`src/hdl/bgho_pkg.sv`:
```
`timescale 1ns / 1ps
// bgho_pkg: field widths, register codes, reset values and pipeline structs
// for the bilinear height grid. No dependencies.
package bgho_pkg;

   // port field widths
   localparam int HEIGHT_W   = 18;
   localparam int POS_W      = 21;
   localparam int RECIP_W    = 24;
   localparam int Z_W        = 19;
   localparam int ENTRY_W    = 6;
   localparam int CNT_REG_W  = 4;
   localparam int CSR_IDX_W  = 4;
   localparam int CSR_DATA_W = 24;

   // cell locate: |pos| * recip, integer part from bit 34, 16 bit fraction below
   localparam int MAG_W    = POS_W;
   localparam int PROD_W   = MAG_W + RECIP_W;
   localparam int INT_LSB  = 34;
   localparam int FRAC_LSB = 18;
   localparam int IP_W     = PROD_W - INT_LSB;
   localparam int FM_W     = INT_LSB - FRAC_LSB;
   localparam int FRAC_W   = FM_W + 1;

   // blend datapath
   localparam int PX_W      = FRAC_W + HEIGHT_W + 1;
   localparam int A_W       = HEIGHT_W + FRAC_W + 2;
   localparam int D_W       = A_W + 1;
   localparam int PY_W      = FRAC_W + D_W;
   localparam int V_W       = PY_W + 1;
   localparam int SHIFT_OUT = 32;
   localparam int R_W       = V_W - SHIFT_OUT;
   localparam int Z_MAX     = 262143;
   localparam int Z_MIN     = -262144;

   // request function codes
   localparam logic FUNC_WRITE = 1'b0;
   localparam logic FUNC_QUERY = 1'b1;

   // register reset values
   localparam logic [CNT_REG_W-1:0] ROWS_RESET  = CNT_REG_W'(5);
   localparam logic [CNT_REG_W-1:0] COLS_RESET  = CNT_REG_W'(5);
   localparam logic [RECIP_W-1:0]   RECIP_RESET = RECIP_W'(335544);

   typedef enum logic [CSR_IDX_W-1:0] {
      CSR_GRID_ROWS   = 4'd0,
      CSR_GRID_COLS   = 4'd1,
      CSR_X_RECIP     = 4'd2,
      CSR_Y_RECIP     = 4'd3
   } csr_index_type;

   typedef struct packed {
      logic                     in_range;
      logic [IP_W-1:0]          ip;
      logic signed [FRAC_W-1:0] frac;
   } loc_type;

   typedef struct packed {
      logic valid;
      logic query;
      logic oog;
   } ctl_type;

endpackage

```
`src/hdl/bgho_blend.sv`:
```
`timescale 1ns / 1ps
// bgho_blend: four stage bilinear blend, round and saturate, result register.
// Depends on bgho_pkg.
module bgho_blend import bgho_pkg::*; (
   input  logic                        clock,
   input  logic                        reset,
   input  ctl_type                     ctl,
   input  logic signed [HEIGHT_W-1:0]  h00,
   input  logic signed [HEIGHT_W-1:0]  h10,
   input  logic signed [HEIGHT_W-1:0]  h01,
   input  logic signed [HEIGHT_W-1:0]  h11,
   input  logic signed [FRAC_W-1:0]    fx,
   input  logic signed [FRAC_W-1:0]    fy,
   output logic                        rsp_valid,
   output logic signed [Z_W-1:0]       z_offset,
   output logic                        out_of_grid
);

   localparam logic signed [V_W-1:0] ROUND = V_W'(1) <<< (SHIFT_OUT - 1);

   ctl_type ctl_e_ff, ctl_f_ff, ctl_g_ff;

   logic signed [HEIGHT_W:0]   diff0, diff1;
   logic signed [PX_W-1:0]     px0_e_ff, px0_e_in, px1_e_ff, px1_e_in;
   logic signed [HEIGHT_W-1:0] h00_e_ff, h01_e_ff;
   logic signed [FRAC_W-1:0]   fy_e_ff, fy_f_ff;

   logic signed [A_W-1:0]      a_f_in, b_f_in, a_f_ff, a_g_ff;
   logic signed [D_W-1:0]      d_f_ff, d_f_in;
   logic signed [PY_W-1:0]     py_g_ff, py_g_in;

   logic signed [V_W-1:0]      v;
   logic signed [R_W-1:0]      r;
   logic signed [Z_W-1:0]      z_in, z_ff;
   logic                       valid_ff, oog_ff;

   always_comb begin
      // x blend written as h_lo*2^16 + fx*(h_hi - h_lo)
      diff0    = (HEIGHT_W + 1)'(h10) - (HEIGHT_W + 1)'(h00);
      diff1    = (HEIGHT_W + 1)'(h11) - (HEIGHT_W + 1)'(h01);
      px0_e_in = PX_W'(fx) * PX_W'(diff0);
      px1_e_in = PX_W'(fx) * PX_W'(diff1);

      a_f_in = (A_W'(h00_e_ff) <<< FM_W) + A_W'(px0_e_ff);
      b_f_in = (A_W'(h01_e_ff) <<< FM_W) + A_W'(px1_e_ff);
      d_f_in = D_W'(b_f_in) - D_W'(a_f_in);

      py_g_in = PY_W'(fy_f_ff) * PY_W'(d_f_ff);

      // round half up, floor shift
      v = (V_W'(a_g_ff) <<< FM_W) + V_W'(py_g_ff) + ROUND;
      r = v[V_W-1:SHIFT_OUT];
      if (r > R_W'(Z_MAX)) begin
         z_in = Z_W'(Z_MAX);
      end else if (r < R_W'(Z_MIN)) begin
         z_in = Z_W'(Z_MIN);
      end else begin
         z_in = Z_W'(r);
      end
      if (ctl_g_ff.oog) begin
         z_in = '0;
      end
   end

   always_ff @(posedge clock) begin
      if (reset) begin
         ctl_e_ff <= '0;
         ctl_f_ff <= '0;
         ctl_g_ff <= '0;
         valid_ff <= 1'b0;
      end else begin
         ctl_e_ff <= ctl;
         ctl_f_ff <= ctl_e_ff;
         ctl_g_ff <= ctl_f_ff;
         valid_ff <= ctl_g_ff.valid && ctl_g_ff.query;
      end
   end

   always_ff @(posedge clock) begin
      px0_e_ff <= px0_e_in;
      px1_e_ff <= px1_e_in;
      h00_e_ff <= h00;
      h01_e_ff <= h01;
      fy_e_ff  <= fy;
      a_f_ff   <= a_f_in;
      d_f_ff   <= d_f_in;
      fy_f_ff  <= fy_e_ff;
      a_g_ff   <= a_f_ff;
      py_g_ff  <= py_g_in;
      z_ff     <= z_in;
      oog_ff   <= ctl_g_ff.oog;
   end

   assign rsp_valid   = valid_ff;
   assign z_offset    = z_ff;
   assign out_of_grid = oog_ff;

endmodule

```
`config.mk`:
```
export PLATFORM = sky130hd
export DESIGN_NAME = bgho_blend
export DESIGN_NICKNAME = d
export VERILOG_FILES = /design/src/hdl/bgho_pkg.sv /design/src/hdl/bgho_blend.sv
export SDC_FILE = /design/constraint.sdc
export NUM_CORES = 2
export LEC_CHECK = 0
export ABC_AREA = 1
export BUFFER_PORTS_ARGS = -buffer_cell sky130_fd_sc_hd__buf_4
export CORE_AREA = 3 3 325 327
export CTS_BUF_LIST = sky130_fd_sc_hd__clkbuf_16
export DETAILED_ROUTE_END_ITERATION = 6
export DIE_AREA = 0 0 328 330
export PLACE_DENSITY = 0.83
export SLEW_MARGIN = 20
export SYNTH_ARGS = -nofsm -noshare
export SYNTH_HDL_FRONTEND = slang
export SYNTH_SLANG_ARGS = --single-unit
```
`constraint.sdc`:
```
create_clock -name clock -period 7.2 [get_ports clock]
set_input_delay 1.08 -clock clock [delete_from_list [all_inputs] [get_ports clock]]
set_output_delay 1.08 -clock clock [all_outputs]
set_load 0.01 [all_outputs]
```
==> impl_metrics.json <==
{
  "nets": 9991,
  "grt_pass1_vias": 55470,
  "synthFlopType": "dfxtp_1",
  "worstMarginPinSlew_ps": 1037,
  "r2r-end": "py_g_ff[40]",
  "hpwl_mm": 160.4,
  "critPathMaxStageDelay_ps": 540,
  "async_flop_share": 0,
  "drt-vias-per-instance": 5.408,
  "clkSlewWorstSetupHoldPaths_ps": 80,
  "required_ps": 7740,
  "grt.total_usage": 0.3512,
  "whs_ps": 324.9,
  "highest-signal-layer": "met5",
  "setup_viol": 3,
  "port_buffers": 131,
  "drtIter0Drc": 3523,
  "grt_pass1_wl_mm": 294.9,
  "syn-cell-area_sq_um": 61570,
  "worst_clock_skew_ps": 26.81,
  "clockRootBuffer": "clkbuf_16",
  "core_area_sq_um": 103200,
  "slew_headroom": 0.3038,
  "crit_top_cell": "fa_1",
  "path_buf_inv": 10,
  "min_path_type": "reg -> reg",
  "io_pins": 132,
  "ys_top_cells_by_area": "fa_1, inv_1, dfxtp_1, ha_1, nand2_1",
  "whs_path_depth": 0,
  "timing.final.crit_period_ps": 7291,
  "status": "finished with violations",
  "synth.most_common_cell": "inv_1",
  "die_y_um": 330,
  "place.gp.congestion": 1.075,
  "syn_nets": 9432,
  "cts_sinks": 323,
  "ys_seq_area_frac": 0.1050,
  "fmax_mhz": 137.1,
  "cts_made_buffers": 31,
  "overflow": 0,
  "met1_length_mm": 68.05,
  "setup_ws_ps": -91.35,
  "antenna_found_initial": 9,
  "drv_cap": 0,
  "cp_top_family": "adder cells",
  "clockBufferDepth": 3,
  "period_share": 1.013,
  "arrival_ps": 7830,
  "grt_setup_unrepaired": "true",
  "finalHoldViolations": 0,
  "tns_ps": -131.8,
  "htreeDepth": 1,
  "drive_gt1_frac": 0.1539,
  "reg2reg_depth": 25,
  "area_growth_pct": 15.96,
  "synth_top_area_frac": 0.4149,
  "synth_top_cell_by_area": "fa_1",
  "dpl-instance-area_sq_um": 68400,
  "clk_latency_ps": 640,
  "num_rows": 118,
  "slew_violations": 0,
  "postRouteAntennaNets": 0,
  "synth-seq-cells": 323,
  "violations": "setup timing",
  "start_util": 0.5966,
  "synthesis.instances": 7559,
  "synth_edf_count": 0,
  "synth_warnings": 0,
  "wl_mm": 188.2,
  "synthTopCellsByCount": "inv_1, nand2_1, fa_1",
  "synth.distinct_cells": 64,
  "syn-mean-instance-area_sq_um": 8.145,
  "worstHoldEndpoint": "a_g_ff[20]",
  "crit_slowest_cell": "fa_1",
  "start_kind": "input port",
  "min-delay-start": "a_f_ff[20]",
  "dr.pass1.iters": 6,
  "regToRegStartpoint": "fy_f_ff[9]",
  "die_area_sq_um": 108200,
  "met3_length_mm": 15.26,
  "crit_type": "in -> reg",
  "end_kind": "flop",
  "cts_tree": "built",
  "wl_per_cell_um": 19.75,
  "r2r_slack_ps": 400,
  "die_w_um": 328,
  "grt_max_degree": 39,
  "fin_area_sq_um": 71400,
  "dr_wl_met2_mm": 90.63,
  "drc_errors": 0,
  "dr_total_vias": 51530,
  "critPathMaxFanout": 6
}
==> repair_timing <==
item                       4_1_cts  5_1_grt
gates resized for setup         48      342
buffers inserted                 8       41
hold buffers                     0        0
setup endpoints to repair       16       41
pin swaps                       29      171
==> sequential cells by signal (all words and copies together) (netlist names) <==
register	cells
h01_e_ff	18
px0_e_ff	36
out_of_grid	1
fy_f_ff	17
rsp_valid	1
ctl_f_ff	3
a_f_ff	37
px1_e_ff	36
ctl_e_ff	3
d_f_ff	38
fy_e_ff	17
z_offset	19
ctl_g_ff	3
py_g_ff	39
h00_e_ff	18
a_g_ff	37
==> layout make-up <==
class,instances,area [sq um]
clock inverters,27,290.3
well taps,1380,1727
flip-flops and latches,323,6466
multi-input cells,4987,48470
clock buffers,31,775.7
diodes,6,15.01
repair buffers,756,6020
fillers,7926,31800
inverters,2019,7635
==> per-layer routing <==
layer	up-vias	track usage
met1	25400	0.4185
met4	6	0.2207
met5	-	0
met3	696	0.06019
li1	23110	-
met2	2320	0.5936
==> cell families after synthesis <==
kind of cell | share of synthesized area
buf+inv | 0.1377
flops | 0.1050
simple gates | 0.1549
compound gates | 0.05466
xor+xnor | 0.03408
fa+ha+maj | 0.5136
==> worst register-to-register path: cells and delay by family, from the launching register on <==
kind                       cells  cell delay [ps]
DFF                            1              900
buffers and inverters          8              630
AOI/OAI and AO/OA              2              570
adders and majority gates      7             3310
and+or+nand+nor                7             1040
xor gates and xnor gates       1              260
==> cell usage in the layout, fill, tap and decap left out, types with 11 or more instances in the layout <==
master | synthesis | routed
dfxtp_1 | 323 | 323
a21oi_4 | 1 | 11
nor2_2 | 8 | 34
a21oi_1 | 296 | 249
or2_2 | 43 | 40
inv_4 | 0 | 11
xor2_1 | 140 | 133
inv_1 | 1987 | 1953
ha_1 | 486 | 434
a21o_1 | 20 | 20
a21oi_2 | 10 | 47
nand2_2 | 13 | 52
nor3_1 | 37 | 29
inv_2 | 15 | 40
nor2_1 | 601 | 566
nand2_4 | 3 | 21
clkbuf_16 | 0 | 31
o21ai_2 | 1 | 13
o21ai_1 | 14 | 24
o21a_1 | 13 | 13
a31oi_1 | 35 | 31
nand3_2 | 4 | 14
buf_4 | 2 | 713
clkinv_1 | 17 | 17
fa_1 | 1276 | 1244
nand3_1 | 113 | 100
xnor2_1 | 94 | 86
nand2_1 | 1521 | 1462
ha_4 | 0 | 49
nand4_1 | 23 | 23
o21bai_1 | 24 | 22
fa_2 | 0 | 32
buf_12 | 1 | 20
o21ai_0 | 134 | 109
buf_6 | 1 | 21
==> worst max path at each step <==
stage / start / cells past startpoint / to / slack (ps)
after floorplan: h11[0] / 34 / px1_e_ff[35] / -160
after global placement: h00[16] / 32 / px0_e_ff[33] / -700
after detailed placement: h01[4] / 34 / px1_e_ff[21] / -830
after CTS: h01[8] / 33 / px1_e_ff[35] / 8
after global routing: h01[8] / 33 / px1_e_ff[33] / -270
final: h01[8] / 36 / px1_e_ff[33] / -90
==> per-stage QoR <==
stage	setup slack (ps)	instances	util
after floorplan	-164.3	7559	-
after global placement	-703.6	9420	0.6628
after detailed placement	-829.6	9420	0.6628
after CTS	8.173	9486	0.6760
after global routing	-269.9	9525	0.6917
final	-91.35	9529	0.6918
Power is not shown: default switching activity piles up to over one toggle a cycle in this logic, so the estimate is an artifact.
