## src/hdl/bgho_pkg.sv

```systemverilog
`timescale 1ns / 1ps
// bgho_pkg: field widths, register codes, reset values and pipeline structs
// for the bilinear height grid. No dependencies.
package bgho_pkg;

   // port field widths
   localparam int HEIGHT_W   = 18;
   localparam int POS_W      = 21;
   localparam int RECIP_W    = 24;
   localparam int Z_W        = 19;
   localparam int ENTRY_W    = 6;
   localparam int CNT_REG_W  = 4;
   localparam int CSR_IDX_W  = 4;
   localparam int CSR_DATA_W = 24;

   // cell locate: |pos| * recip, integer part from bit 34, 16 bit fraction below
   localparam int MAG_W    = POS_W;
   localparam int PROD_W   = MAG_W + RECIP_W;
   localparam int INT_LSB  = 34;
   localparam int FRAC_LSB = 18;
   localparam int IP_W     = PROD_W - INT_LSB;
   localparam int FM_W     = INT_LSB - FRAC_LSB;
   localparam int FRAC_W   = FM_W + 1;

   // blend datapath
   localparam int PX_W      = FRAC_W + HEIGHT_W + 1;
   localparam int A_W       = HEIGHT_W + FRAC_W + 2;
   localparam int D_W       = A_W + 1;
   localparam int PY_W      = FRAC_W + D_W;
   localparam int V_W       = PY_W + 1;
   localparam int SHIFT_OUT = 32;
   localparam int R_W       = V_W - SHIFT_OUT;
   localparam int Z_MAX     = 262143;
   localparam int Z_MIN     = -262144;

   // request function codes
   localparam logic FUNC_WRITE = 1'b0;
   localparam logic FUNC_QUERY = 1'b1;

   // register reset values
   localparam logic [CNT_REG_W-1:0] ROWS_RESET  = CNT_REG_W'(5);
   localparam logic [CNT_REG_W-1:0] COLS_RESET  = CNT_REG_W'(5);
   localparam logic [RECIP_W-1:0]   RECIP_RESET = RECIP_W'(335544);

   typedef enum logic [CSR_IDX_W-1:0] {
      CSR_GRID_ROWS   = 4'd0,
      CSR_GRID_COLS   = 4'd1,
      CSR_X_RECIP     = 4'd2,
      CSR_Y_RECIP     = 4'd3
   } csr_index_type;

   typedef struct packed {
      logic                     in_range;
      logic [IP_W-1:0]          ip;
      logic signed [FRAC_W-1:0] frac;
   } loc_type;

   typedef struct packed {
      logic valid;
      logic query;
      logic oog;
   } ctl_type;

endpackage

```

## src/hdl/bgho_grid_bank.sv

```systemverilog
`timescale 1ns / 1ps
// bgho_grid_bank: one copy of the height store, one write and one registered
// read port; entries never written read as zero. Depends on bgho_pkg.
module bgho_grid_bank import bgho_pkg::*; #(
   parameter int DEPTH = 64
) (
   input  logic                         clock,
   input  logic                         reset,
   input  logic                         wr_en,
   input  logic [$clog2(DEPTH)-1:0]     wr_addr,
   input  logic signed [HEIGHT_W-1:0]   wr_height,
   input  logic [$clog2(DEPTH)-1:0]     rd_addr,
   output logic signed [HEIGHT_W-1:0]   rd_height
);

   logic signed [HEIGHT_W-1:0] mem [DEPTH];
   logic [DEPTH-1:0]           vld_ff;
   logic signed [HEIGHT_W-1:0] rd_ff;

   always_ff @(posedge clock) begin
      if (reset) begin
         vld_ff <= '0;
      end else if (wr_en) begin
         vld_ff[wr_addr] <= 1'b1;
      end
   end

   always_ff @(posedge clock) begin
      if (wr_en) begin
         mem[wr_addr] <= wr_height;
      end
      rd_ff <= vld_ff[rd_addr] ? mem[rd_addr] : '0;
   end

   assign rd_height = rd_ff;

endmodule

```

## config.mk

```make
export PLATFORM = sky130hd
export DESIGN_NAME = bgho_grid_bank
export DESIGN_NICKNAME = d
export VERILOG_FILES = /design/src/hdl/bgho_pkg.sv /design/src/hdl/bgho_grid_bank.sv
export SDC_FILE = /design/constraint.sdc
export NUM_CORES = 1
export LEC_CHECK = 0
export ABC_AREA = 1
export BUFFER_PORTS_ARGS = -buffer_cell sky130_fd_sc_hd__buf_2
export CORE_MARGIN = 1.5
export CORE_UTILIZATION = 34
export CTS_CLUSTER_SIZE = 12
export DETAILED_ROUTE_END_ITERATION = 8
export HOLD_SLACK_MARGIN = 0.15
export PLACE_DENSITY = 0.46
export SYNTH_ARGS = -nofsm -noshare
export SYNTH_HDL_FRONTEND = slang
export SYNTH_SLANG_ARGS = --single-unit
```

## constraint.sdc

```tcl
create_clock -name clock -period 2.61 [get_ports clock]
set_clock_uncertainty 0.2 [all_clocks]
set_input_delay 0.1305 -clock clock [delete_from_list [all_inputs] [get_ports clock]]
set_output_delay 0.1305 -clock clock [all_outputs]
set_load 0.02 [all_outputs]
```

==> key figures, run 1 <==
Outcome
  – Status: finished clean

Timing
  – Final Critical Period: 2.48 ns
  – Max-slew violation count: 0
  – Final Hold Vio Count: 0
  – Setup tns final: 0 ns
  – Final setup fails: 0
  – Tcrit/Tclk final: 0.952
  – Normalized max-slew margin: 0.441
  – Actual slew at the worst max-slew pin: approximately 0.84 ns
  – Fmax: roughly 400 MHz

Global route
  – GRT Resource Usage Total: 0.206
  – Number of global-route vias before repair: around 32k
  – Largest net degree at the start of global routing: 77
  – Initial antenna violation count: 8
  – Gr ovfl total: 0
  – Global-route wire length before repair: 224,000 um

Setup path
  – WP data arrival: between 2 and 3 ns
  – Worst-path fanout max: 19
  – Max incr delay on CP: a little under 0.6 ns
  – Buf/Inv on CP: 7
  – Endpoint class of the critical path: flip-flop
  – Critical path's slowest cell: dlygate4sd3_1
  – Req. time, crit path: approximately 2.9 ns
  – Critical path's most frequent cell: inv_1
  – Crit-path cells: dlygate4sd3_1 -> buf_2 -> inv_1 -> nor3_1 -> dlygate4sd3_1 -> inv_1 -> nor2_1 -> inv_1 -> nor2_2 -> buf_12
  – Worst setup SP type: input pin
  – Critical path class: in -> reg
  – Kind of cell adding the most delay to the critical path: buffers and inverters

Detailed routing
  – Iteration-0 DRC Markers: between 2k and 3k
  – Vias: approximately 33k
  – Post-route ant nets: 0
  – Routed WL: 153,000 um
  – Routed len/inst: ~23 um
  – DR pass1 iterations: 7
  – DRC viols: 0
  – Vias/cell: approximately 5.0

Yosys
  – #FFs+latches synth: ~1.2k
  – Area contributors post-synth: edfxtp_1, nand2_1, nand3_1, dfxtp_1, nor2_1
  – Post-synth top area share: 0.693
  – Post-Syn Area per Cell: approximately 11 um^2
  – Warnings, synthesis: 0
  – Count of different cell masters after synthesis: 17
  – Area leader, netlist: edfxtp_1
  – Post-Syn Area: ~50,000 um^2
  – Seq/Total Area, Yosys: 0.726
  – Cells after synthesis: 4,359
  – Synthesized net count: around 4.4k

Floorplanning
  – DIE HEIGHT: 386 um
  – Core Area: around 150,000 um^2
  – Initial Utilization: 0.342
  – Site Rows: 140
  – Die area: 149,000 um^2
  – Ports: slightly above 50
  – Die Width: a little under 400 um

Layout
  – Layout Utilization: 0.405
  – Share of cells above drive strength 1: 0.120
  – Post-route cell area: between 50,000 and 60,000 um^2
  – Layout overhead on the synthesized area: 18.3%
  – Final #Nets: about 4.6k

CTS
  – Clock transition at path regs: about 0.05 ns
  – H-tree Lvls: 4
  – Clock Tree Buf Depth: 3
  – Worst-skew pair later-pin latency: between 0.7 and 0.8 ns
  – CTS tree: yes
  – Root Buffer: clkbuf_16
  – CTS buffer count: ~140
  – Clock sink total: 1,234

Power and ir drop
  – P_leak: ~0.021 uW
  – Max VDD drop: between 400 and 500 uV
  – Tot Pwr: ~44,000 uW
  – Pwr Density: between 700 and 800 nW/um^2

Place
  – Area post-placement: 54,300 um^2
  – IO Port Bufs: 50
  – Detailed Place HPWL: just under 90,000 um
  – Routability cong.: between 0.8 and 0.9

Min path
  – Class of the worst hold path: in -> reg

Run
  – Max Cap Viol: 0
## worst min-delay path, cell delays in order
cell and delay (ns):
dlygate4sd3_1 0.53, buf_2 0.31, nor2_1 0.16
## timing repair
| action | CTS | global route |
|---|---|---|
| hold endpoints to repair | 1772 | 0 |
| hold buffers | 37 | 0 |
| resized for setup | 0 | 2 |
| endpoints found under the setup margin | 0 | 82 |
| buffers inserted | 0 | 2 |
## layout make-up
cell class	instances	area [um^2]
clock inverter	49	367
fill	14000	86700
antenna	6	15.0
clock buffer	202	3930
tap	1917	2400
inverter	54	245
sequential	1234	36200
multi-input combinational	2801	12000
timing repair buffer	343	3880
## placed cells by master, fill, tap and decap left out, types with 46 or more instances in the layout
master	Yosys	final
buf_12	0	104
buf_2	120	46
buf_4	62	152
clkbuf_1	36	48
clkbuf_16	0	145
dfxtp_1	82	82
edfxtp_1	1152	1152
inv_1	49	47
nand2_1	1558	1558
nand3_1	1026	1026
nor2_1	202	138
nor2_2	0	64
## logic make-up (layout without fill, tap and decap cells)
logic type,Yosys count,after routing,share of synthesized area
flip-flops,1234,1234,0.726
AND/OR/NAND/NOR,2801,2801,0.237
other,0,6,0
buffers and inverters,324,648,0.0372
## sequential cells by signal, summed over array words and instances (netlist names)
register,flops
vld_ff,64
mem,1152
rd_height,18
## synthesized netlist by cell type
cell type,n
nand2_2,1
nor2_1,202
buf_8,2
buf_4,62
buf_6,30
buf_1,20
nand3_1,1026
inv_2,1
nor3_1,14
edfxtp_1,1152
inv_8,1
dfxtp_1,82
nand2_1,1558
inv_1,49
clkinv_1,3
clkbuf_1,36
buf_2,120
## worst paths after layout
check,cells after the start,slack (ns),endpoint,start
hold / removal,3,0.21,vld_ff[47],reset
setup / recovery,10,0.13,mem[10][14],wr_addr[1]
setup reg to reg,12,0.16,rd_height[17],mem[45][17]
hold reg to reg,2,0.27,vld_ff[51],vld_ff[51]
## metal layers
| layer | track usage | part of all wire | up-vias |
|---|---|---|---|
| li1 | - | - | 15600 |
| met2 | 0.323 | 0.46 | 872 |
| met3 | 0.0340 | 0.055 | 183 |
| met5 | 0 | 0 | - |
| met4 | 0.0571 | 0.021 | 0 |
| met1 | 0.296 | 0.46 | 16500 |
## stage by stage
| step | hold slack, ns | instances | worst slack (ns) |
|---|---|---|---|
| 2_1_floorplan | 0.0294 | 4359 | 0.554 |
| 3_3_place_gp | 0.249 | 6310 | 0.0658 |
| 3_5_place_dp | 0.258 | 6310 | 0.0775 |
| 4_1_cts | 0.177 | 6598 | 0.174 |
| 5_1_grt | 0.213 | 6600 | -0.00651 |
| 6_report | 0.205 | 6606 | 0.127 |
## report_power, final
group	internal [uW]	total [uW]	switching, uW
combinational	887	3040	2150
sequential	21800	21800	63.6
clock	10800	18700	7820
Note: power is estimated with default switching activity, not from simulation.
==> run 2, diff against run 1 <==
--- a/config.mk
+++ b/config.mk
@@ -15,2 +15,3 @@
 export PLACE_DENSITY = 0.46
+export SETUP_SLACK_MARGIN = 0.15
 export SYNTH_ARGS = -nofsm -noshare
==> constraint.sdc (replaced) <==
create_clock -name clock -period 2.8 [get_ports clock]
set_clock_uncertainty 0.2 [all_clocks]
set_input_delay 0.56 -clock clock [delete_from_list [all_inputs] [get_ports clock]]
set_output_delay 0.56 -clock clock [all_outputs]
set_load 0.02 [all_outputs]
==> run 2 against run 1 <==
  * Sequential power fell by 6%
  * Largest power group unchanged
  * Die area did not move
  * Sequential cell count did not move
  * Highest routed layer is now met5
  * Critical endpoint is now rd_height[7]
==> key figures, run 2 (synthesized netlist as in run 1, its figures left out) <==
Layout
  – # fillers: 13.9k (-0.35%)
  – Largest Register: mem
  – Final #Nets: 4,552 (-1.2%)
  – Share of cells above drive strength 1: 0.113 (-0.00703)
  – Max reg flops: 1,152 (unchanged)
  – Most frequent cells in the layout: nand2_1, edfxtp_1, nand3_1
  – Layout overhead on the synthesized area: 18.1%
  – Commonest non-fill, non-tap cell in the layout: nand2_1

Detailed routing
  – Routed WL: 150,000 um (-2.3%)
  – Post-route ant nets: 0 (unchanged)
  – Routed len/inst: 22.8 um (-1.5%)
  – DRC viols: 0 (unchanged)
  – Vias/cell: 4.99 (-0.63%)
  – DR pass1 iterations: 5 (-2)
  – Vias: 32.7k (-1.4%)
  – Iteration-0 DRC Markers: 3,016 (+12%)

Timing
  – Tcrit/Tclk final: 0.829
  – Final Critical Period: roughly 2.3 ns
  – Normalized max-slew margin: 0.509 (+0.0686)
  – Max-slew violation count: 0 (unchanged)
  – Setup tns final: 0 ns (unchanged)
  – Final setup fails: 0 (unchanged)
  – Actual slew at the worst max-slew pin: 0.736 ns (-0.103 ns)
  – RSZ-0062 raised after global routing: no
  – Fmax: roughly 430 MHz
  – Final Hold Vio Count: 0 (unchanged)

Setup path
  – Req. time, crit path: 2.04 ns (-0.81 ns)
  – WP data arrival: 1.56 ns (-1.17 ns)
  – Worst-path fanout max: 1 (-18)
  – Critical path class: reg -> out
  – Endpoint class of the critical path: output pin
  – Worst setup SP type: flip-flop
  – Kind of cell adding the most delay to the critical path: flip-flops
  – Max incr delay on CP: 0.57 ns (about the same)
  – Buf/Inv on CP: 1 (-6)
  – Critical path's slowest cell: dfxtp_1
  – Crit-path cells: buf_2

CTS
  – Hold_buf cts: 16 (-57%)
  – CTS tree: yes
  – Post_cts resized: 0 (unchanged)
  – Worst-skew pair later-pin latency: 0.76 ns (-0.02 ns)
  – Root Buffer: clkbuf_16
  – H-tree Lvls: 4 (unchanged)
  – CTS buffer count: 136 (-1.4%)
  – Clock transition at path regs: 0.06 ns (about the same)
  – Clock Tree Buf Depth: 3 (unchanged)
  – Setup bufs post-CTS: 0 (unchanged)
  – Clock sink total: 1,234 (unchanged)

Global route
  – Grt met1 use: 0.295 (-0.00178)
  – Routing usage on met3: 0.0331 (-0.000916)
  – Grt peak-use layer: met2
  – Gr ovfl total: 0 (unchanged)
  – Routing usage on met2: 0.309 (-0.0139)
  – Global-route wire length before repair: 218,000 um (-2.3%)
  – Largest net degree at the start of global routing: 77 (unchanged)
  – GRT Resource Usage Total: 0.201 (-0.00540)
  – Initial antenna violation count: 11 (+3)
  – Number of global-route vias before repair: 31.3k (-2.0%)

Place
  – Detailed Place HPWL: 85,100 um (-4.4%)
  – IO Port Bufs: 50 (unchanged)
  – Routability cong.: 0.789 (-4.1%)

Floorplanning
  – Core Area: 146,000 um^2 (unchanged)
  – Initial Utilization: 0.342 (unchanged)
  – Die area: 149,000 um^2 (unchanged)
  – Ports: 51 (unchanged)
  – DIE HEIGHT: 386 um (unchanged)
  – Die Width: 386 um (unchanged)
  – Site Rows: 140 (unchanged)

Outcome
  – Status: finished clean

Power and ir drop
  – Clock power frac: 0.423 (-0.006)
  – P_int: 30,900 uW (-7.8%)
  – Net Switching: 9250 uW (-7.9%)
  – Switching Fraction: 0.230 (about the same)
  – Logic pwr share: 0.069 (about the same)
  – Sequential power share: 0.507 (+0.005)
  – Tot Pwr: 40,100 uW (-7.9%)
  – P_leak: 0.0213 uW (-0.88%)
  – Pwr Density: 681 nW/um^2 (-7.7%)
  – Max VDD drop: 488 uV (+12%)

Min path
  – Class of the worst hold path: in -> reg

Run
  – Max Cap Viol: 0 (unchanged)
==> run 2: cell types whose count changed in the layout (fill, tap and decap cells not counted), sizes merged <==
| cell | delta |
|---|---|
| clkinvlp | +1 |
| inv | +2 |
| buf | -30 |
| diode | +1 |
| clkbuf | -4 |
| bufinv | -2 |
| dlygate4sd3 | -21 |
==> run 2: worst paths after layout <==
check | start | end | slack [ns] | cells past startpoint
max | rd_height[7] | rd_height[7] | 0.48 | 1
min | wr_height[17] | mem[60][17] | 0.19 | 2
max reg2reg | mem[51][10] | rd_height[10] | 0.91 | 11
min reg2reg | vld_ff[4] | vld_ff[4] | 0.27 | 2
==> run 2: layout make-up <==
class,count,area [um^2],share of cell area
Inverter,54,241,0.00410
Clock inverter,50,323,0.00548
Clock buffer,198,3860,0.0656
Multi-Input combinational cell,2801,12000,0.203
Tap cell,1917,2400,0.0407
Timing Repair Buffer,292,3890,0.0660
Antenna cell,7,17.5,0.000297
Sequential cell,1234,36200,0.615
==> run 2: per-layer routing <==
layer  up-vias  routed length (um)  share of wire
met2       788               68000           0.45
met5         -                  12       0.000080
met4         2                3000          0.020
met3       178                7900          0.053
met1     16200               70600           0.47
li1      15500                   -              -
==> run 2: per-stage QoR <==
stage                     area [um^2]  hold slack, ns  utilization  setup WS, ns  cells
after floorplan                 49900           0.240            -         0.314   4359
after global placement          54600           0.248        0.375       0.00537   6282
after detailed placement        54600           0.257        0.375       0.00166   6282
after CTS                       58900           0.167        0.404         0.415   6546
after global routing            58900           0.183        0.404         0.398   6546
final                           58900           0.186        0.404         0.480   6553
==> run 2: power by group through the flow <==
stage | clock network, uW | logic, uW | registers [uW]
2_1_floorplan | 0 | 1380 | 20700
3_3_place_gp | 0 | 2800 | 20700
3_5_place_dp | 0 | 2790 | 20700
4_1_cts | 17400 | 2820 | 20400
5_1_grt | 18100 | 3040 | 20400
6_report | 17000 | 2790 | 20400
