===== src/hdl/bgho_pkg.sv =====
`timescale 1ns / 1ps
// bgho_pkg: field widths, register codes, reset values and pipeline structs
// for the bilinear height grid. No dependencies.
package bgho_pkg;

   // port field widths
   localparam int HEIGHT_W   = 18;
   localparam int POS_W      = 21;
   localparam int RECIP_W    = 24;
   localparam int Z_W        = 19;
   localparam int ENTRY_W    = 6;
   localparam int CNT_REG_W  = 4;
   localparam int CSR_IDX_W  = 4;
   localparam int CSR_DATA_W = 24;

   // cell locate: |pos| * recip, integer part from bit 34, 16 bit fraction below
   localparam int MAG_W    = POS_W;
   localparam int PROD_W   = MAG_W + RECIP_W;
   localparam int INT_LSB  = 34;
   localparam int FRAC_LSB = 18;
   localparam int IP_W     = PROD_W - INT_LSB;
   localparam int FM_W     = INT_LSB - FRAC_LSB;
   localparam int FRAC_W   = FM_W + 1;

   // blend datapath
   localparam int PX_W      = FRAC_W + HEIGHT_W + 1;
   localparam int A_W       = HEIGHT_W + FRAC_W + 2;
   localparam int D_W       = A_W + 1;
   localparam int PY_W      = FRAC_W + D_W;
   localparam int V_W       = PY_W + 1;
   localparam int SHIFT_OUT = 32;
   localparam int R_W       = V_W - SHIFT_OUT;
   localparam int Z_MAX     = 262143;
   localparam int Z_MIN     = -262144;

   // request function codes
   localparam logic FUNC_WRITE = 1'b0;
   localparam logic FUNC_QUERY = 1'b1;

   // register reset values
   localparam logic [CNT_REG_W-1:0] ROWS_RESET  = CNT_REG_W'(5);
   localparam logic [CNT_REG_W-1:0] COLS_RESET  = CNT_REG_W'(5);
   localparam logic [RECIP_W-1:0]   RECIP_RESET = RECIP_W'(335544);

   typedef enum logic [CSR_IDX_W-1:0] {
      CSR_GRID_ROWS   = 4'd0,
      CSR_GRID_COLS   = 4'd1,
      CSR_X_RECIP     = 4'd2,
      CSR_Y_RECIP     = 4'd3
   } csr_index_type;

   typedef struct packed {
      logic                     in_range;
      logic [IP_W-1:0]          ip;
      logic signed [FRAC_W-1:0] frac;
   } loc_type;

   typedef struct packed {
      logic valid;
      logic query;
      logic oog;
   } ctl_type;

endpackage


===== src/hdl/bgho_locate.sv =====
`timescale 1ns / 1ps
// bgho_locate: three stage cell locate for one axis (magnitude, product, split).
// Depends on bgho_pkg.
module bgho_locate import bgho_pkg::*; (
   input  logic                     clock,
   input  logic signed [POS_W-1:0]  pos,
   input  logic [RECIP_W-1:0]       recip,
   input  logic [IP_W-1:0]          limit,
   output loc_type                  loc
);

   logic               neg_a_ff;
   logic [MAG_W-1:0]   mag_a_ff, mag_a_in;
   logic               neg_b_ff;
   logic [PROD_W-1:0]  prod_b_ff, prod_b_in;
   loc_type            loc_ff, loc_in;
   logic [IP_W-1:0]    ip;
   logic [FM_W-1:0]    fm;

   always_comb begin
      mag_a_in  = pos[POS_W-1] ? MAG_W'(-pos) : MAG_W'(pos);
      prod_b_in = PROD_W'(mag_a_ff) * PROD_W'(recip);
      ip        = prod_b_ff[PROD_W-1:INT_LSB];
      fm        = prod_b_ff[INT_LSB-1:FRAC_LSB];
      // negative side is only usable inside the first cell
      loc_in.in_range = !(neg_b_ff && (ip != '0)) && (ip < limit);
      loc_in.ip       = ip;
      loc_in.frac     = neg_b_ff ? -$signed({1'b0, fm}) : $signed({1'b0, fm});
   end

   always_ff @(posedge clock) begin
      neg_a_ff  <= pos[POS_W-1];
      mag_a_ff  <= mag_a_in;
      neg_b_ff  <= neg_a_ff;
      prod_b_ff <= prod_b_in;
      loc_ff    <= loc_in;
   end

   assign loc = loc_ff;

endmodule


===== config.mk =====
export PLATFORM = sky130hd
export DESIGN_NAME = bgho_locate
export DESIGN_NICKNAME = d
export VERILOG_FILES = /design/src/hdl/bgho_pkg.sv /design/src/hdl/bgho_locate.sv
export SDC_FILE = /design/constraint.sdc
export NUM_CORES = 1
export LEC_CHECK = 0
export BUFFER_PORTS_ARGS = -buffer_cell sky130_fd_sc_hd__buf_2
export CAP_MARGIN = 20
export CORE_ASPECT_RATIO = 0.5
export CORE_MARGIN = 4
export CORE_UTILIZATION = 30
export CTS_BUF_LIST = sky130_fd_sc_hd__clkbuf_8
export DETAILED_ROUTE_END_ITERATION = 16
export PLACE_DENSITY_LB_ADDON = 0.05
export SETUP_SLACK_MARGIN = 0.2
export SYNTH_ARGS = -nofsm -noshare
export SYNTH_HDL_FRONTEND = slang
export SYNTH_SLANG_ARGS = --single-unit

===== constraint.sdc =====
create_clock -name clock -period 14.2 [get_ports clock]
set_clock_uncertainty 0.05 [all_clocks]
set_input_delay 2.84 -clock clock [delete_from_list [all_inputs] [get_ports clock]]
set_output_delay 2.84 -clock clock [all_outputs]
set_load 0.01 [all_outputs]

==> flow_summary.toml, run 1 <==
[outcome]
outcome = "complete, no violations"

[clocking]
cts.path.max_buffers = 2
numCtsBuffers = 9
path_clk_slew_ns = 0.07
clock_sinks = 79
cts_tree = "done"
htreeDepth = 3
hold_buffers = 0
postCtsResizedCells = 0
post_cts_buffers = 0
clk_latency_ns = 0.39
root_buffer = "clkbuf_8"

[critical_path]
worst-path-max-fanout = 21
r2r_setup_slack_ns = 7.07
reg2reg_to = "prod_b_ff[42]"
crit_path_start = "recip[11]"
crit_top_cell = "fa_1"
crit_path_top_delay_cell = "fa_1"
reg2reg_depth = 21
cp.required_ns = 14.42
r2r_start = "mag_a_ff[7]"
cp.depth = 21
cp_num_buf_inv = 4
cp.arrival_ns = 9.53
crit_path_end_kind = "register"
cp-endpoint = "prod_b_ff[42]"
path_cells = "buf_2 -> nand2_1 -> fa_1 -> fa_1 -> inv_1 -> fa_1 -> fa_1 -> fa_1 -> fa_1 -> inv_1 -> fa_1 -> inv_1 -> ha_1 -> nand2_1 -> o21ai_0 -> nor3_1 -> o211ai_1 -> nand3_1 -> o211ai_1 -> nor3_1 -> a311oi_1"
startpoint_type = "input pin"
crit_path_max_incr_delay_ns = 0.58
criticalPathCategory = "input pin to register"
path_delay_family = "adder cells"

[layout]
postLayoutCoreUtil_pct = 32.9
areaGrowthSynthToFinish_pct = 7.48
final_cell_mix = "inv_1, fa_1, nand2_1"
final_cell_area_mm2 = 0.0203
finalNetCount = 2723
final_common_cell = "inv_1"
final_layout_size_suffix_gt1_share_pct = 6.60

[logic_synthesis]
synth_area_mm2 = 0.0189
ys_seq_elements = 79
synth_ff_type = "dfxtp_1"
synthDistinctLibCells = 57
yosysWarnings = 0
synth-edff-count = 0
ys_seq_area_share_pct = 8.35
syn-num-nets = 2710
ys_async_sr_fraction_pct = 0
syn_area_per_cell_um2 = 9.12
syn-instance-count = 2075

[die]
placement_rows = 64
die_w_um = 363
die-area_mm2 = 0.0674
fp.dieH_um = 186
ioPinCount = 86
start_util_pct = 30.6
core_area_mm2 = 0.0618

[timing]
max_slew_margin_pct = 49.8
finalCritPeriodShare_pct = 65.5
rsz0062_at_grt = "false"
setup-tns-final_ns = 0
worst_pin_slew_ns = 0.745
finalSetupViolations = 0
hold_viol = 0
max_freq_mhz = 107
drv_slew = 0
fin_crit_ns = 9.30

[job]
cap_violations = 0

[detailed_routing]
antenna_left = 0
vias = 13400
drc = 0
vias_per_cell = 4.58
drt_pre_antenna_iters = 5
drt_wl_total_um = 54400
wl_per_cell_um = 18.6
first_iter_violations = 556

[global_routing]
overflow = 0
grt_pass1_vias = 15000
grt_max_degree = 25
grtUsageTotal_pct = 16.8
grt_pass1_wl_um = 87500
antenna_found_initial = 4

[place]
portBuffers = 85
placed_cell_area_mm2 = 0.0201
gp_congestion = 0.784
dpl.hpwl_um = 43500

[worst_hold_path]
hold_path_class = "register to register"
## logic make-up after synthesis
| family | synth area share (%) |
|---|---|
| muxes | 0.0529 |
| xor gates and xnor gates | 2.82 |
| AOI/OAI and AO/OA | 6.04 |
| and+or+nand+nor | 17.1 |
| buffers and inverters | 11.0 |
| adders and majority gates | 54.6 |
| DFF | 8.35 |
## synth_stat cells, types with 5 or more instances
cell type / n / area [um^2]
nor2_1: 18 / 67.6
a31oi_1: 5 / 31.3
dfxtp_1: 79 / 1580
o21ai_1: 9 / 45.0
a21oi_1: 39 / 195
nand4_1: 13 / 81.3
nand2b_1: 8 / 50.1
or4_1: 6 / 45.0
xnor2_1: 49 / 429
inv_1: 450 / 1690
clkbuf_1: 99 / 372
ha_1: 164 / 2050
a21o_1: 30 / 225
xor2_1: 12 / 105
and3_1: 5 / 31.3
o31ai_1: 8 / 60.1
o21ai_0: 28 / 140
nand2_1: 292 / 1100
nor4_1: 5 / 31.3
and2_1: 262 / 1640
nand3_1: 6 / 30.0
nor3_1: 12 / 60.1
o21a_1: 5 / 37.5
fa_1: 414 / 8290
## how the worst min path moves through the flow
stage | from | end | slack, ns | cells past startpoint
finish | neg_a_ff | neg_b_ff | 0.30 | 0
CTS | neg_a_ff | neg_b_ff | 0.30 | 0
global placement | neg_a_ff | neg_b_ff | 0.26 | 0
detailed placement | neg_a_ff | neg_b_ff | 0.27 | 0
global route | neg_a_ff | neg_b_ff | 0.31 | 0
floorplan | neg_a_ff | neg_b_ff | 0.26 | 0
## cell type report
type	instances	area, um^2
Timing Repair Buffer	106	583
Sequential cell	79	1580
Fill cell	6618	41500
Tap cell	825	1030
Multi-Input combinational cell	1442	15300
Antenna cell	2	5.00
Clock inverter	4	46.3
Clock buffer	11	151
Inverter	450	1690
## flip-flops by register name (all words and copies together) (netlist names)
name,count
mag_a_ff,21
prod_b_ff,27
neg_b_ff,1
loc,29
neg_a_ff,1
## per-layer routing
metal	routed length, um	share of wire (%)	track usage [%]
met1	25100	46	22.7
met2	27400	50	30.5
met3	1350	2.5	1.63
met4	478	0.88	1.75
met5	0	0	0
## through the flow
stage	setup WS, ns	instances	hold slack (ns)
final	4.90	2919	0.303
after floorplan	5.44	2075	0.260
after global routing	4.52	2917	0.313
after detailed placement	4.53	2902	0.272
after CTS	4.91	2917	0.305
after global placement	4.60	2902	0.262
Power of run 1 is not shown: default switching activity piles up to over one toggle a cycle in this logic, so the estimate is an artifact.
==> run 2, diff against run 1 <==
==> constraint.sdc (replaced) <==
create_clock -name clock -period 8.5 [get_ports clock]
set_clock_uncertainty 0.05 [all_clocks]
set_input_delay 1.7 -clock clock [delete_from_list [all_inputs] [get_ports clock]]
set_output_delay 1.7 -clock clock [all_outputs]
set_load 0.01 [all_outputs]
==> run 2 against run 1 <==
First-iteration DRC count up 2.2%. Sequential share of layout area is 0.091 points lower. Die area is the same. Global-route usage grew 0.10 points. Hold slack lost 0.0074 ns. Cell count increased by 0.92%. Non-clock buffer count rose by 27. Utilization rose by 0.44 points. Routed wire length is 0.65% higher. Sequential cell count unchanged. Count of clock-buffer cells in the layout shrank 2. Register-to-register slack got worse by 6.0 ns. Critical endpoint unchanged. Highest routed layer unchanged.
==> flow_summary.toml, run 2 (synthesized netlist as in run 1, its figures left out) <==
[critical_path]
cp.arrival_ns = 8.27
startpoint_type = "input pin"
worst-path-max-fanout = 21
cp.required_ns = 8.72
criticalPathCategory = "input pin to register"
crit_path_end_kind = "register"

[layout]
areaGrowthSynthToFinish_pct = 8.93
final_cell_mix = "inv_1, fa_1, nand2_1"
final_cell_area_mm2 = 0.0206
largest_register_ffs = 29
finalNetCount = 2750
final_layout_size_suffix_gt1_share_pct = 7.97
final_common_cell = "inv_1"

[place]
portBuffers = 85
placed_cell_area_mm2 = 0.0204
gp_congestion = 0.785
dpl.hpwl_um = 46500

[timing]
setup-tns-final_ns = 0
finalHoldWorstSlack_ns = 0.295
finalSetupViolations = 0
fin_crit_ns = 8.05
max_freq_mhz = 124
rsz0062_at_grt = "false"
drv_slew = 0
finalCritPeriodShare_pct = 94.7
max_slew_margin_pct = 32.3
worst_pin_slew_ns = 1.02
hold_viol = 0

[clocking]
clock_sinks = 79
numCtsBuffers = 9
htreeDepth = 3
cts_tree = "done"
hold_buffers = 0
path_clk_slew_ns = 0.08
clk_latency_ns = 0.37
root_buffer = "clkbuf_8"
cts.path.max_buffers = 2

[die]
placement_rows = 64
die-area_mm2 = 0.0674
core_area_mm2 = 0.0618
die_w_um = 363
fp.dieH_um = 186
start_util_pct = 30.6
ioPinCount = 86

[global_routing]
overflow = 0
grt_max_degree = 25
grtUsageTotal_pct = 16.9
grt_pass1_vias = 14900
antenna_found_initial = 2
grt_pass1_wl_um = 87500

[detailed_routing]
first_iter_violations = 568
drc = 0
vias = 13400
wl_per_cell_um = 18.6
vias_per_cell = 4.56
drt_pre_antenna_iters = 5
antenna_left = 0
drt_wl_total_um = 54700

[worst_hold_path]
hold_path_class = "register to register"

[job]
cap_violations = 0

[outcome]
outcome = "complete, no violations"
[run 2: cell types whose count changed in the layout (fill, tap and decap cells not counted), sizes merged]
cell / change
clkbuf: -2
diode: -1
clkinv: +1
buf: +27
inv: -1
bufinv: +3
[run 2: layout make-up]
class | instances | area, um^2
diodes | 1 | 2.50
clock inverters | 7 | 145
well taps | 825 | 1030
multi-input cells | 1442 | 15300
fillers | 6610 | 41200
inverters | 450 | 1690
repair buffers | 133 | 786
clock buffers | 9 | 124
flip-flops and latches | 79 | 1580
[run 2: through the flow]
stage	setup slack, ns	utilization [%]	instances
floorplan	0.878	-	2075
global placement	0.244	32.9	2929
detailed placement	0.122	32.9	2929
CTS	0.491	33.4	2945
global route	0.219	33.4	2945
finish	0.451	33.4	2946
[run 2: per-layer routing]
layer / up-vias / track usage, % / wire (um)
met5: - / 0 / 0
met3: 26 / 1.54 / 1160
met1: 7010 / 22.3 / 24800
met2: 138 / 31.4 / 28300
met4: 0 / 1.73 / 447
li1: 6257 / - / -
[run 2: path summary, 6_finish.rpt]
path | start | to | slack, ns | cells after the start
worst max-delay path | recip[13] | prod_b_ff[42] | 0.45 | 22
worst min-delay path | neg_a_ff | neg_b_ff | 0.30 | 0
worst max register to register | mag_a_ff[8] | prod_b_ff[42] | 1.03 | 21
worst min register to register | neg_a_ff | neg_b_ff | 0.30 | 0
[run 2: timing repair]
action	in CTS	in global routing
resized for setup	0	1
buffers inserted	0	0
setup endpoints to repair	0	1
[run 2: critical path, stage by stage]
cell,delay [ns]
buf_2,0.39
and2_1,0.22
fa_1,0.44
fa_1,0.52
inv_1,0.05
fa_1,0.48
inv_1,0.05
fa_1,0.48
fa_1,0.51
fa_1,0.51
inv_1,0.05
fa_1,0.47
inv_1,0.04
ha_1,0.32
nand2_1,0.14
nor2_1,0.31
nand2_1,0.10
o211ai_1,0.60
nand3_1,0.19
o211ai_1,0.29
nor3_1,0.11
a311oi_1,0.27
Power of run 2 is left out for the same reason.
==> run 3, diff against run 2 <==
--- a/config.mk
+++ b/config.mk
@@ -10,9 +10,8 @@
 export CORE_ASPECT_RATIO = 0.5
 export CORE_MARGIN = 4
 export CORE_UTILIZATION = 30
-export CTS_BUF_LIST = sky130_fd_sc_hd__clkbuf_8
 export DETAILED_ROUTE_END_ITERATION = 16
-export PLACE_DENSITY_LB_ADDON = 0.05
+export PLACE_DENSITY_LB_ADDON = 0.08
 export SETUP_SLACK_MARGIN = 0.2
 export SYNTH_ARGS = -nofsm -noshare
 export SYNTH_HDL_FRONTEND = slang
==> run 3 against run 2 <==
Sequential share of layout area is essentially flat. Critical path type unchanged. Largest cell class unchanged. Register-to-register slack gained 0.02 ns. Count of clock-buffer cells in the layout is the same. Fmax grew 1.1%. Utilization is essentially flat. First-iteration DRC count shrank 9.9%. Design area is essentially flat. Sequential cell count is the same. Critical endpoint is now prod_b_ff[37]. Non-clock buffer count shrank 1. Die area is the same. Global-route usage shrank 0.49 points. Critical path depth grew 2.
==> flow_summary.toml, run 3 (synthesized netlist as in run 1, its figures left out) <==
[outcome]
outcome = "complete, no violations"

[timing]
finalSetupViolations = 0
fin_crit_ns = 7.96
setup-tns-final_ns = 0
drv_slew = 0
finalCritPeriodShare_pct = 93.7
max_slew_margin_pct = 34.0
rsz0062_at_grt = "false"
finalHoldWorstSlack_ns = 0.306
max_freq_mhz = 126
hold_viol = 0
worst_pin_slew_ns = 0.989

[detailed_routing]
first_iter_violations = 512
drt_pre_antenna_iters = 4
drc = 0
vias = 13400
vias_per_cell = 4.54
wl_per_cell_um = 18.2
drt_wl_total_um = 53500
antenna_left = 0

[global_routing]
grtUsageTotal_pct = 16.5
antenna_found_initial = 2
grt_pass1_wl_um = 85400
grt_pass1_vias = 14700
overflow = 0
grt_max_degree = 25

[critical_path]
cp.arrival_ns = 8.12
crit_path_end_kind = "register"
worst-path-max-fanout = 13
criticalPathCategory = "input pin to register"
cp.required_ns = 8.66
startpoint_type = "input pin"

[clocking]
clock_sinks = 79
postCtsResizedCells = 0
root_buffer = "clkbuf_16"
hold_buffers = 0
cts.path.max_buffers = 2
clk_latency_ns = 0.35
path_clk_slew_ns = 0.07
post_cts_buffers = 0
cts_tree = "done"
htreeDepth = 3
numCtsBuffers = 9

[die]
fp.dieH_um = 186
core_area_mm2 = 0.0618
placement_rows = 64
die-area_mm2 = 0.0674
die_w_um = 363
start_util_pct = 30.6
ioPinCount = 86

[job]
cap_violations = 0

[place]
gp_congestion = 0.787
placed_cell_area_mm2 = 0.0203
dpl.hpwl_um = 44800
portBuffers = 85

[layout]
final_cell_mix = "inv_1, fa_1, nand2_1"
final_common_cell = "inv_1"
finalNetCount = 2749
areaGrowthSynthToFinish_pct = 8.98
final_layout_size_suffix_gt1_share_pct = 7.98
final_cell_area_mm2 = 0.0206
n_antenna_cell = 0
postLayoutCoreUtil_pct = 33.4
largest_register_ffs = 29

[worst_hold_path]
hold_path_class = "register to register"
-- run 3: metrics by stage --
step / instances / worst slack (ns)
3_3_place_gp: 2928 / 0.295
4_1_cts: 2944 / 0.528
6_report: 2944 / 0.535
2_1_floorplan: 2075 / 0.878
3_5_place_dp: 2928 / 0.170
5_1_grt: 2944 / 0.326
-- run 3: worst paths after layout --
kind,from,slack (ns),cells after the start,end
setup / recovery,recip[9],0.54,24,prod_b_ff[37]
hold / removal,neg_a_ff,0.31,0,neg_b_ff
setup reg to reg,mag_a_ff[3],1.05,24,prod_b_ff[37]
hold reg to reg,neg_a_ff,0.31,0,neg_b_ff
-- run 3: routing by layer --
layer	wire (um)	GRT usage (%)	up-vias	share of wire (%)
li1	-	-	6248	-
met1	24900	22.2	6984	47
met2	27300	29.9	106	51
met3	781	1.36	27	1.5
met4	494	1.87	0	0.92
met5	0	0	-	0
-- run 3: area by class of cell --
cell class	count	area, um^2
Clock buffer	9	225
Clock inverter	7	62.6
Fill cell	6548	41200
Inverter	450	1690
Multi-Input combinational cell	1442	15300
Sequential cell	79	1590
Tap cell	825	1030
Timing Repair Buffer	132	778
-- run 3: critical path, cell delays in order --
cell and delay [ns]:
buf_2 0.29, and2_1 0.21, fa_1 0.45, fa_1 0.51
inv_1 0.05, fa_1 0.48, inv_1 0.05, fa_1 0.50
inv_1 0.06, fa_1 0.53, inv_1 0.05, fa_1 0.47
inv_1 0.05, fa_1 0.48, inv_1 0.04, ha_1 0.34
a21oi_1 0.21, o21ai_1 0.16, a21oi_4 0.19, o31ai_4 0.11
a221oi_4 0.49, o21ai_2 0.16, a2111oi_0 0.44, a311oi_1 0.08
Power of run 3 is left out for the same reason.
